**src/design/byte_signature_hamming_scan_defines.svh**
```systemverilog
// assertion macros for the byte signature scanner
`ifndef BYTE_SIGNATURE_HAMMING_SCAN_DEFINES_SVH
`define BYTE_SIGNATURE_HAMMING_SCAN_DEFINES_SVH

// same-cycle implication, checked outside reset
`define BSHS_ASSERT_NOW(label, ante, cons, msg) \
    label: assert property (@(posedge clk) disable iff (!rst_n) (ante) |-> (cons)) \
        else $error(msg);

// next-cycle implication, checked outside reset
`define BSHS_ASSERT_NEXT(label, ante, cons, msg) \
    label: assert property (@(posedge clk) disable iff (!rst_n) (ante) |=> (cons)) \
        else $error(msg);

`endif

```
**src/design/bshs_pkg.sv**
```systemverilog
// shared constants, types and signature tables of the byte signature scanner
`default_nettype none

package bshs_pkg;

    localparam int NUM_SIG     = 4;
    localparam int WINDOW_LEN  = 36;
    localparam int CELL_IDX_W  = $clog2(WINDOW_LEN);
    localparam int OFFSET_BITS = 32;
    localparam int MATCH_W     = 32;
    localparam int VERDICT_W   = 3;
    localparam int CNT_W       = 6;
    localparam int THR_W       = 6;
    localparam int CFG_IDX_W   = 2;
    localparam int BYTE_W      = 8;
    localparam int FLUSH_LEN   = 15;
    localparam int FLUSH_CNT_W = $clog2(FLUSH_LEN + 1);
    localparam int S_TDATA_W   = 8;
    localparam int M_TDATA_W   = 40;
    localparam int M_PAD_W     = M_TDATA_W - MATCH_W - VERDICT_W;

    localparam logic [VERDICT_W-1:0] VERDICT_CLEAN = '0;

    localparam logic [CFG_IDX_W-1:0] CFG_THR_ONE   = 2'd0;
    localparam logic [CFG_IDX_W-1:0] CFG_THR_TWO   = 2'd1;
    localparam logic [CFG_IDX_W-1:0] CFG_THR_THREE = 2'd2;
    localparam logic [CFG_IDX_W-1:0] CFG_THR_FOUR  = 2'd3;

    localparam logic [1:0] SIG_ONE   = 2'd0;
    localparam logic [1:0] SIG_TWO   = 2'd1;
    localparam logic [1:0] SIG_THREE = 2'd2;
    localparam logic [1:0] SIG_FOUR  = 2'd3;

    localparam logic [THR_W-1:0] THR_ONE_RST   = 6'd20;
    localparam logic [THR_W-1:0] THR_TWO_RST   = 6'd27;
    localparam logic [THR_W-1:0] THR_THREE_RST = 6'd31;
    localparam logic [THR_W-1:0] THR_FOUR_RST  = 6'd31;

    localparam int PAT_LEN_ONE   = 25;
    localparam int PAT_LEN_TWO   = 32;
    localparam int PAT_LEN_THREE = 36;
    localparam int PAT_LEN_FOUR  = 36;

    typedef logic [CNT_W-1:0] count_t;
    typedef count_t [NUM_SIG-1:0] counts_t;
    typedef logic [NUM_SIG-1:0][BYTE_W-1:0] sig_bytes_t;
    typedef logic [THR_W-1:0] thr_t;

    // signatures padded to the window length, padding is masked by length
    localparam logic [0:WINDOW_LEN-1][BYTE_W-1:0] PAT_ONE = {
        8'hAB, 8'h8B, 8'hC6, 8'hAB, 8'h64, 8'h89, 8'h23, 8'h60, 8'h87, 8'h43,
        8'hFE, 8'h83, 8'hEF, 8'h97, 8'h58, 8'h57, 8'h57, 8'hAC, 8'hD2, 8'hC0,
        8'h34, 8'h4B, 8'h57, 8'h92, 8'h00, 8'h00, 8'h00, 8'h00, 8'h00, 8'h00,
        8'h00, 8'h00, 8'h00, 8'h00, 8'h00, 8'h00 };
    localparam logic [0:WINDOW_LEN-1][BYTE_W-1:0] PAT_TWO = {
        8'h33, 8'h19, 8'h75, 8'h08, 8'h8B, 8'h44, 8'h24, 8'h28, 8'hAA, 8'h47,
        8'hEB, 8'h0A, 8'h3C, 8'h77, 8'h75, 8'h1B, 8'h47, 8'h8B, 8'h44, 8'h24,
        8'h28, 8'hAA, 8'hE8, 8'h08, 8'h00, 8'h00, 8'h00, 8'h53, 8'h6B, 8'h61,
        8'h2E, 8'h64, 8'h00, 8'h00, 8'h00, 8'h00 };
    localparam logic [0:WINDOW_LEN-1][BYTE_W-1:0] PAT_THREE = {
        8'h58, 8'hFF, 8'hE0, 8'h8B, 8'h85, 8'h57, 8'h17, 8'h40, 8'h00, 8'h50,
        8'hB9, 8'h78, 8'h56, 8'h34, 8'h12, 8'hFF, 8'h95, 8'hE6, 8'h16, 8'h40,
        8'h00, 8'h89, 8'h85, 8'h53, 8'h17, 8'h40, 8'h00, 8'h83, 8'hF8, 8'hFF,
        8'h75, 8'h01, 8'hC3, 8'h6A, 8'h20, 8'h8B };
    localparam logic [0:WINDOW_LEN-1][BYTE_W-1:0] PAT_FOUR = {
        8'h2B, 8'hFF, 8'hBF, 8'h00, 8'h10, 8'h00, 8'hC0, 8'hB8, 8'hFF, 8'h00,
        8'h00, 8'h00, 8'hB9, 8'hFF, 8'hFF, 8'hFF, 8'hFF, 8'hF2, 8'hAE, 8'h8B,
        8'hD9, 8'h0B, 8'hC9, 8'h0F, 8'h84, 8'h80, 8'h00, 8'h00, 8'h00, 8'h81,
        8'hFF, 8'h00, 8'hC0, 8'h00, 8'hC0, 8'h73 };

    // expected bytes of all signatures at one window position
    function automatic sig_bytes_t cell_bytes(input logic [CELL_IDX_W-1:0] pos);
        sig_bytes_t b;
        b[SIG_ONE]   = PAT_ONE[pos];
        b[SIG_TWO]   = PAT_TWO[pos];
        b[SIG_THREE] = PAT_THREE[pos];
        b[SIG_FOUR]  = PAT_FOUR[pos];
        return b;
    endfunction

    // which signatures extend over a window position
    function automatic logic [NUM_SIG-1:0] cell_used(input logic [CELL_IDX_W-1:0] pos);
        logic [NUM_SIG-1:0] u;
        u[SIG_ONE]   = (int'(pos) < PAT_LEN_ONE);
        u[SIG_TWO]   = (int'(pos) < PAT_LEN_TWO);
        u[SIG_THREE] = (int'(pos) < PAT_LEN_THREE);
        u[SIG_FOUR]  = (int'(pos) < PAT_LEN_FOUR);
        return u;
    endfunction

endpackage

`default_nettype wire

```
**src/design/bshs_cell.sv**
```systemverilog
// one window position: compares the incoming byte and extends the partial match counts
`default_nettype none

module bshs_cell (
    input  wire logic                           clk,
    input  wire logic                           advance,
    input  wire logic [bshs_pkg::BYTE_W-1:0]    data_in,
    input  wire bshs_pkg::sig_bytes_t           sig_bytes,
    input  wire logic [bshs_pkg::NUM_SIG-1:0]   sig_used,
    input  wire bshs_pkg::counts_t              count_in,
    output bshs_pkg::counts_t                   count_next,
    output bshs_pkg::counts_t                   count_out
);
    import bshs_pkg::*;

    counts_t count_reg;

    always_comb
    begin
        for (int p = 0; p < NUM_SIG; p++)
        begin
            count_next[p] = count_in[p]
                + CNT_W'(sig_used[p] && (data_in == sig_bytes[p]));
        end
    end

    always_ff @(posedge clk)
    begin
        if (advance)
        begin
            count_reg <= count_next;
        end
    end

    assign count_out = count_reg;

endmodule

`default_nettype wire

```
**src/design/bshs_chain.sv**
```systemverilog
// row of window cells; each cell hands its partial counts to the next one
`default_nettype none

module bshs_chain (
    input  wire logic                        clk,
    input  wire logic                        advance,
    input  wire logic [bshs_pkg::BYTE_W-1:0] data_in,
    output bshs_pkg::counts_t                tail_next
);
    import bshs_pkg::*;

    counts_t link [WINDOW_LEN+1];
    counts_t nxt  [WINDOW_LEN];

    assign link[0] = '0;

    for (genvar k = 0; k < WINDOW_LEN; k++)
    begin : g_cell
        bshs_cell u_cell (
            .clk        (clk),
            .advance    (advance),
            .data_in    (data_in),
            .sig_bytes  (cell_bytes(CELL_IDX_W'(k))),
            .sig_used   (cell_used(CELL_IDX_W'(k))),
            .count_in   (link[k]),
            .count_next (nxt[k]),
            .count_out  (link[k+1])
        );
    end

    // full counts for the start that lies a window length back
    assign tail_next = nxt[WINDOW_LEN-1];

endmodule

`default_nettype wire

```
**src/design/byte_signature_hamming_scan.sv**
```systemverilog
// byte signature scanner: takes one byte per cycle, reports the first hit at the end of file
// throughput: one byte per cycle; after the last byte of a file a flush follows
// during which no byte is taken
// the verdict is valid once the last byte is taken and the flush of the 36-cell match chain
// with zero bytes has ended; the flush ends later while an earlier verdict still waits
// reset: asynchronous, active low; thresholds return to 20, 27, 31, 31, file state clears
`default_nettype none

module byte_signature_hamming_scan (
    input  wire logic                               clk,
    input  wire logic                               rst_n,
    input  wire logic                               s_tvalid,
    output logic                                    s_tready,
    input  wire logic [bshs_pkg::S_TDATA_W-1:0]     s_tdata,   // [7:0] data_byte
    input  wire logic                               s_tlast,   // last_byte
    output logic                                    m_tvalid,
    input  wire logic                               m_tready,
    output logic [bshs_pkg::M_TDATA_W-1:0]          m_tdata,   // [2:0] verdict, [34:3] match_offset
    input  wire logic                               cfg_we,
    input  wire logic [bshs_pkg::CFG_IDX_W-1:0]     cfg_index,
    input  wire logic [bshs_pkg::THR_W-1:0]         cfg_data
);
    import bshs_pkg::*;

    `include "byte_signature_hamming_scan_defines.svh"

    thr_t                       thr_reg [NUM_SIG];
    logic [OFFSET_BITS-1:0]     seen_reg, seen_next, seen_inc;
    logic                       hit_reg, hit_next;
    logic [VERDICT_W-1:0]       code_reg, code_next;
    logic [MATCH_W-1:0]         start_reg, start_next;
    logic                       flush_reg, flush_next;
    logic [FLUSH_CNT_W-1:0]     flush_cnt_reg, flush_cnt_next;
    logic                       m_valid_reg, m_valid_next;
    logic [VERDICT_W-1:0]       m_verdict_reg, m_verdict_next;
    logic [MATCH_W-1:0]         m_offset_reg, m_offset_next;

    logic                       in_take, out_free, flush_step, end_step, advance;
    logic [BYTE_W-1:0]          chain_data;
    counts_t                    counts;
    logic [OFFSET_BITS:0]       size_eval;
    logic                       tried;
    logic                       sig_hit;
    logic [1:0]                 sig_idx;

    // ---------------- configuration ----------------
    always_ff @(posedge clk or negedge rst_n)
    begin
        if (!rst_n)
        begin
            thr_reg[SIG_ONE]   <= THR_ONE_RST;
            thr_reg[SIG_TWO]   <= THR_TWO_RST;
            thr_reg[SIG_THREE] <= THR_THREE_RST;
            thr_reg[SIG_FOUR]  <= THR_FOUR_RST;
        end
        else if (cfg_we)
        begin
            case (cfg_index)
                CFG_THR_ONE:   thr_reg[SIG_ONE]   <= {1'b0, cfg_data[THR_W-2:0]};
                CFG_THR_TWO:   thr_reg[SIG_TWO]   <= cfg_data;
                CFG_THR_THREE: thr_reg[SIG_THREE] <= cfg_data;
                CFG_THR_FOUR:  thr_reg[SIG_FOUR]  <= cfg_data;
                default:       ;
            endcase
        end
    end

    // ---------------- match chain ----------------
    assign s_tready   = !flush_reg;
    assign in_take    = s_tvalid && s_tready;
    assign out_free   = !m_valid_reg || m_tready;
    assign flush_step = flush_reg && ((flush_cnt_reg != FLUSH_CNT_W'(FLUSH_LEN)) || out_free);
    assign end_step   = flush_step && (flush_cnt_reg == FLUSH_CNT_W'(FLUSH_LEN));
    assign advance    = in_take || flush_step;
    // bytes past the end of file read as zero
    assign chain_data = flush_reg ? '0 : s_tdata[BYTE_W-1:0];

    bshs_chain u_chain (
        .clk       (clk),
        .advance   (advance),
        .data_in   (chain_data),
        .tail_next (counts)
    );

    // ---------------- start bookkeeping ----------------
    assign seen_inc  = (seen_reg == '1) ? seen_reg : seen_reg + 1'b1;
    assign size_eval = flush_reg ? ({1'b0, seen_reg} + (OFFSET_BITS+1)'(flush_cnt_reg))
                                 : {1'b0, seen_inc};
    assign tried     = size_eval >= (OFFSET_BITS+1)'(WINDOW_LEN);

    // lowest signature wins among those reaching threshold
    always_comb
    begin
        sig_hit = 1'b0;
        sig_idx = SIG_ONE;
        for (int p = NUM_SIG - 1; p >= 0; p--)
        begin
            if (counts[p] >= thr_reg[p])
            begin
                sig_hit = 1'b1;
                sig_idx = 2'(p);
            end
        end
    end

    always_comb
    begin
        seen_next      = seen_reg;
        hit_next       = hit_reg;
        code_next      = code_reg;
        start_next     = start_reg;
        flush_next     = flush_reg;
        flush_cnt_next = flush_cnt_reg;
        m_valid_next   = m_valid_reg;
        m_verdict_next = m_verdict_reg;
        m_offset_next  = m_offset_reg;

        if (m_tready)
        begin
            m_valid_next = 1'b0;
        end

        if (in_take)
        begin
            seen_next = seen_inc;
            if (s_tlast)
            begin
                flush_next     = 1'b1;
                flush_cnt_next = FLUSH_CNT_W'(1);
            end
        end

        if (advance && tried && !hit_reg && sig_hit)
        begin
            hit_next   = 1'b1;
            code_next  = VERDICT_W'(sig_idx) + VERDICT_W'(1);
            start_next = MATCH_W'(size_eval - (OFFSET_BITS+1)'(WINDOW_LEN));
        end

        if (flush_step)
        begin
            flush_cnt_next = flush_cnt_reg + 1'b1;
        end

        if (end_step)
        begin
            m_valid_next   = 1'b1;
            m_verdict_next = hit_next ? code_next : VERDICT_CLEAN;
            m_offset_next  = hit_next ? start_next : '0;
            flush_next     = 1'b0;
            seen_next      = '0;
            hit_next       = 1'b0;
            code_next      = VERDICT_CLEAN;
            start_next     = '0;
        end
    end

    always_ff @(posedge clk or negedge rst_n)
    begin
        if (!rst_n)
        begin
            seen_reg      <= '0;
            hit_reg       <= 1'b0;
            code_reg      <= VERDICT_CLEAN;
            start_reg     <= '0;
            flush_reg     <= 1'b0;
            flush_cnt_reg <= '0;
            m_valid_reg   <= 1'b0;
        end
        else
        begin
            seen_reg      <= seen_next;
            hit_reg       <= hit_next;
            code_reg      <= code_next;
            start_reg     <= start_next;
            flush_reg     <= flush_next;
            flush_cnt_reg <= flush_cnt_next;
            m_valid_reg   <= m_valid_next;
        end
    end

    always_ff @(posedge clk)
    begin
        m_verdict_reg <= m_verdict_next;
        m_offset_reg  <= m_offset_next;
    end

    assign m_tvalid = m_valid_reg;
    assign m_tdata  = {{M_PAD_W{1'b0}}, m_offset_reg, m_verdict_reg};

    // ---------------- checks ----------------
    `BSHS_ASSERT_NEXT(a_last_starts_flush, in_take && s_tlast,
        flush_reg && (flush_cnt_reg == FLUSH_CNT_W'(1)), "last byte did not start the flush")
    `BSHS_ASSERT_NEXT(a_end_clears_file, end_step,
        m_valid_reg && !flush_reg && !hit_reg && (seen_reg == '0),
        "file end did not post a verdict and clear the file state")
    `BSHS_ASSERT_NOW(a_clean_has_no_offset, m_valid_reg && (m_verdict_reg == VERDICT_CLEAN),
        m_offset_reg == '0, "clean verdict carries a nonzero offset")

endmodule

`default_nettype wire
```
**config.mk**
```make
export PLATFORM = sky130hd
export DESIGN_NAME = byte_signature_hamming_scan
export DESIGN_NICKNAME = d
export VERILOG_FILES = /design/src/design/bshs_pkg.sv /design/src/design/bshs_cell.sv /design/src/design/bshs_chain.sv /design/src/design/byte_signature_hamming_scan.sv
export VERILOG_INCLUDE_DIRS = /design/src /design/src/design
export SDC_FILE = /design/constraint.sdc
export NUM_CORES = 1
export LEC_CHECK = 0
export BUFFER_PORTS_ARGS = -buffer_cell sky130_fd_sc_hd__buf_2
export CORE_MARGIN = 4
export CORE_UTILIZATION = 45
export CTS_BUF_LIST = sky130_fd_sc_hd__clkbuf_8 sky130_fd_sc_hd__clkbuf_16
export DETAILED_ROUTE_END_ITERATION = 6
export GPL_TIMING_DRIVEN = 0
export PLACE_DENSITY = 0.68
export SLEW_MARGIN = 25
export SYNTH_ARGS = -nofsm -noshare
export SYNTH_HDL_FRONTEND = slang
export SYNTH_HIERARCHICAL = 1
export SYNTH_SLANG_ARGS = --single-unit
export TNS_END_PERCENT = 100
```
**constraint.sdc**
```tcl
create_clock -name clk -period 44.9 [get_ports clk]
set_input_delay 6.735 -clock clk [delete_from_list [all_inputs] [get_ports clk]]
set_output_delay 6.735 -clock clk [all_outputs]
set_load 0.01 [all_outputs]
```
-- Yosys cells after proc, flatten, opt, wreduce, memory -nomap -nowiden
Index checks and enable logic that the tools add are counted.
- flip-flop bits (word level): 952
- input port bits: 22
- output and inout bits: 42
- $add $sub $neg: 130
- order comparisons: 5
- eq/ne operators: 78
- multiplexer cells: 27
- reductions and logical operators: 25
- operators with widths (kind ; number):
    adder 6 x 1 -> 6 bit ; 121
    equality test 8 bit, second input constant ; 33
    2-to-1 mux 32 bit ; 5
    equality test 8 x 7 -> 1 bit, second input constant ; 19
    equality test 8 x 6 -> 1 bit, second input constant ; 9
    equality test 8 x 5 -> 1 bit, second input constant ; 6
    adder 32 x 4 -> 33 bit ; 1
    greater-or-equal comparator 33 x 6 -> 1 bit, second input constant ; 1
    2-to-1 mux 33 bit ; 1
    adder 32 x 1 -> 32 bit, second input constant ; 1
    equality test 32 bit, second input constant ; 1
    equality test 8 x 4 -> 1 bit, second input constant ; 4
    subtractor 32 x 6 -> 32 bit, second input constant ; 1
    greater-or-equal comparator 6 bit ; 3
    2-to-1 mux 4 bit ; 3
    AND reduction 2 bit ; 6
    2-to-1 mux 1 bit ; 11
    nonzero test 2 bit ; 5
    adder 1 x 1 -> 2 bit ; 4
    equality test 8 x 1 -> 1 bit, second input constant ; 1
    zero test 8 bit ; 1
    2-to-1 mux 2 bit ; 4
    2-to-1 mux 8 bit ; 1
    greater-or-equal comparator 6 x 5 -> 1 bit ; 1
    11 further kinds ; 22

-- Logic depth before layout (Yosys ltp)
- depth after elaboration: 11
- gate-level depth with buffers: 23

-- Hierarchy
Netlist, hierarchy kept.
- by module, submodules not included (module ; instances ; cells each ; area each (sq um)):
    bshs_cell (u_chain.g_cell[14].u_cell ...) ; 23 ; 118 ; 1544.0
    bshs_cell (u_chain.g_cell[0].u_cell ...) ; 13 ; 118 ; 1532.7
    byte_signature_hamming_scan ; 1 ; 941 ; 8421.8
    bshs_chain ; 1 ; 2 ; 7.5

-- Worst setup path before layout
Ideal clock, no wire load.
- kind: input to register
- from: in m_tready
- to: reg u_chain.g_cell[0].u_cell.count_reg, in the netlist u_chain/g_cell[0].u_cell/count_out[0] (enable)
- library setup time: 1.204 ns
- arrival time: 23.912 ns
- data required time: 43.696 ns
- path slack: 19.783 ns
- cell stages on the path: 5
- path buffers: 0
- cells stage by stage: nand2b_1 -> nor2_1 -> nor2_1 -> nor2_1 -> inv_1
- longest elaborated chain between the ends: 4
- ends and longest elaborated chain (item ; line ; source):
    start, declared ; byte_signature_hamming_scan.sv:17 ; input wire logic m_tready,
    logical OR 1 bit ; byte_signature_hamming_scan.sv:71 ; assign out_free = !m_valid_reg || m_tready;
    logical OR 1 bit ; byte_signature_hamming_scan.sv:72 ; assign flush_step = flush_reg && ((flush_cnt_reg != FLUSH_CNT_W'(FLUSH_LEN)) || out_free);
    logical AND 1 bit ; byte_signature_hamming_scan.sv:72 ;
    logical OR 1 bit ; byte_signature_hamming_scan.sv:74 ; assign advance = in_take || flush_step;
    via advance ; byte_signature_hamming_scan.sv:38 ; logic in_take, out_free, flush_step, end_step, advance;
    end signal, assigned ; bshs_cell.sv:31 ; count_reg <= count_next;
    end, declared ; bshs_cell.sv:16 ; counts_t count_reg;
The timed path passes the listed nets, and every way through them passes these cells.
A chain may end at the register's enable or synchronous reset.

==> flow_metrics.env <==
export IMPL_outcome="complete, no violations"
export IMPL_crit_path_start_kind="input port"
export IMPL_setup_ws_ns=34.17
export IMPL_ioPinCount=64
export IMPL_r2r_end="m_offset_reg[5]"
export IMPL_final_cell_mix="xnor2_1, conb_1, edfxtp_1"
export IMPL_setup_tns_final_ns=0
export IMPL_grt_usage=0.163
export IMPL_post_cts_buffers=0
export IMPL_regArea_um2=28700
export IMPL_viasPerCell=4.46
export IMPL_vias=38700
export IMPL_min_from="start_reg[3]"
export IMPL_seqPwrFrac=0.487
export IMPL_reg2reg_depth=22
export IMPL_antenna_left=0
export IMPL_drive_gt1_frac=0.142
export IMPL_critPathArrivalTime_ns=11.29
export IMPL_ctsHoldBuffers=0
export IMPL_period_needed_ns=10.73
export IMPL_setup_violations=0
export IMPL_mappedNetlistArea_um2=63100
export IMPL_relSlewSlack=0.357
export IMPL_clockRootBuffer="clkbuf_16"
export IMPL_path_clk_slew_ns=0.06
export IMPL_dp_slack_ns=33.37
export IMPL_area_delta_synth_final_pct=19.3
export IMPL_slew_violations=0
export IMPL_clkPwrFrac=0.226
export IMPL_insertion_delay_ns=0.70
export IMPL_die_area_um2=146000
export IMPL_r2r_slack_ns=38.53
export IMPL_synth_warnings=6
export IMPL_worstHoldPathType="reg2reg"
export IMPL_r2r_start="flush_reg"
export IMPL_fin_nets=7060
export IMPL_hold_violations=0
export IMPL_cts_max_path_buffers=3
export IMPL_clock_sinks=972
export IMPL_grt_max_degree=106
export IMPL_synthCells=5167
export IMPL_cts_max_level=3
export IMPL_path_max_fanout=10
export IMPL_multiInputGateArea_um2=36000
export IMPL_internal_power_w=0.00265
export IMPL_critical_path_class="in2reg"
export IMPL_dr_pass1_iters=6
export IMPL_worst_pin_slew_ns=0.955
export IMPL_drv_cap=0
export IMPL_wl_per_cell_um=13.6
export IMPL_cts_tree="done"
export IMPL_cp_required_ns=45.45
export IMPL_critPathCaptureType="flip-flop"
export IMPL_powerDensity_nw_per_um2=51.0
export IMPL_coreArea_um2=140000
export IMPL_hold_path_end="start_reg[3]"
export IMPL_start_util=0.453
export IMPL_largest_reg_flops=840
export IMPL_maxClockFrequency_ghz=0.0932
export IMPL_p_leak_nw=29.8
export IMPL_postSynthAreaPerCell_um2=12.2
export IMPL_pwr_share_comb=0.286
export IMPL_die_w_um=383
export IMPL_grt_setup_unrepaired="false"
export IMPL_dp_hpwl_um=90300
export IMPL_post_dp_cell_area_um2=71800
export IMPL_ctsResizeCount=0
export IMPL_layout_commonest_cell="xnor2_1"
export IMPL_port_buffers=58
export IMPL_netSwitchingFraction=0.311
export IMPL_globalRouteOverflowTotal=0
export IMPL_drtIter0Drc=1869
export IMPL_rows=137
export IMPL_finalWirelength_um=118000
export IMPL_period_share=0.239
export IMPL_antenna_cells=0
export IMPL_p_sw_w=0.00120
export IMPL_drc=0
export IMPL_numCtsBuffers=105
export IMPL_holdPathStages=2
export IMPL_antenna_found_initial=0
export IMPL_grt_first_pass_wirelength_um=194000
export IMPL_skew_ns=0.0405
export IMPL_place_congestion=0.908
export IMPL_ir_drop_v=0.0000358
export IMPL_cp_startpoint="s_tdata[1]"
export IMPL_num_fill_cells=12100
export IMPL_hold_ws_ns=0.504
export IMPL_fp_dieH_um=383
export IMPL_grt_pass1_vias=38900
export IMPL_fin_area_um2=75300
## metrics by stage
| stage | power, W | util | instances |
|---|---|---|---|
| floorplan | 0.00286 | - | 6517 |
| global placement | 0.00322 | 0.508 | 8451 |
| detailed placement | 0.00300 | 0.515 | 8486 |
| CTS | 0.00390 | 0.540 | 8675 |
| global route | 0.00408 | 0.540 | 8675 |
| finish | 0.00384 | 0.540 | 8675 |
## power by group through the flow
stage	logic (W)	clock network [W]	registers, W
after detailed placement	0.00111	0	0.00189
after global placement	0.00107	0	0.00214
final	0.00110	0.000870	0.00187
after global routing	0.00122	0.000933	0.00193
after floorplan	0.000857	0	0.00200
after CTS	0.00112	0.000897	0.00188
## worst max-delay path by stage
stage	to	slack (ns)
6_report	m_offset_reg[5]	34.17
5_1_grt	start_reg[21]	33.91
4_1_cts	m_offset_reg[5]	34.13
3_5_place_dp	m_offset_reg[5]	33.37
3_3_place_gp	u_chain/g_cell[1].u_cell/count_out[1]	13.75
2_1_floorplan	u_chain/g_cell[0].u_cell/count_out[0]	20.27
## layout make-up
type / instances / area share
flip-flops and latches: 972 / 0.381
clock buffers: 108 / 0.0357
well taps: 1876 / 0.0312
plain buffers: 344 / 0.0461
clock inverters: 81 / 0.0107
repair buffers: 93 / 0.0155
inverters: 30 / 0.00160
multi-input cells: 5171 / 0.478
## critical path: stages
cell      delay (ns)
buf_2           0.08
nor2b_4         0.54
buf_6           0.21
xnor2_1         0.12
nand4_1         0.16
nor3_2          0.35
ha_1            0.26
ha_1            0.25
ha_1            0.29
a21o_1          0.11
a21o_1          0.11
a21o_1          0.12
a21o_1          0.11
a21oi_1         0.11
a311oi_1        0.74
o31a_1          0.27
buf_6           0.14
buf_2           0.23
nand3_1         0.18
nand2_1         0.14
## layer usage
layer | part of all wire | global-route usage
met5 | 0 | 0
met4 | 0.027 | 0.0456
met3 | 0.036 | 0.0262
met2 | 0.51 | 0.293
met1 | 0.43 | 0.203
Note: power is estimated with default switching activity, not from simulation.
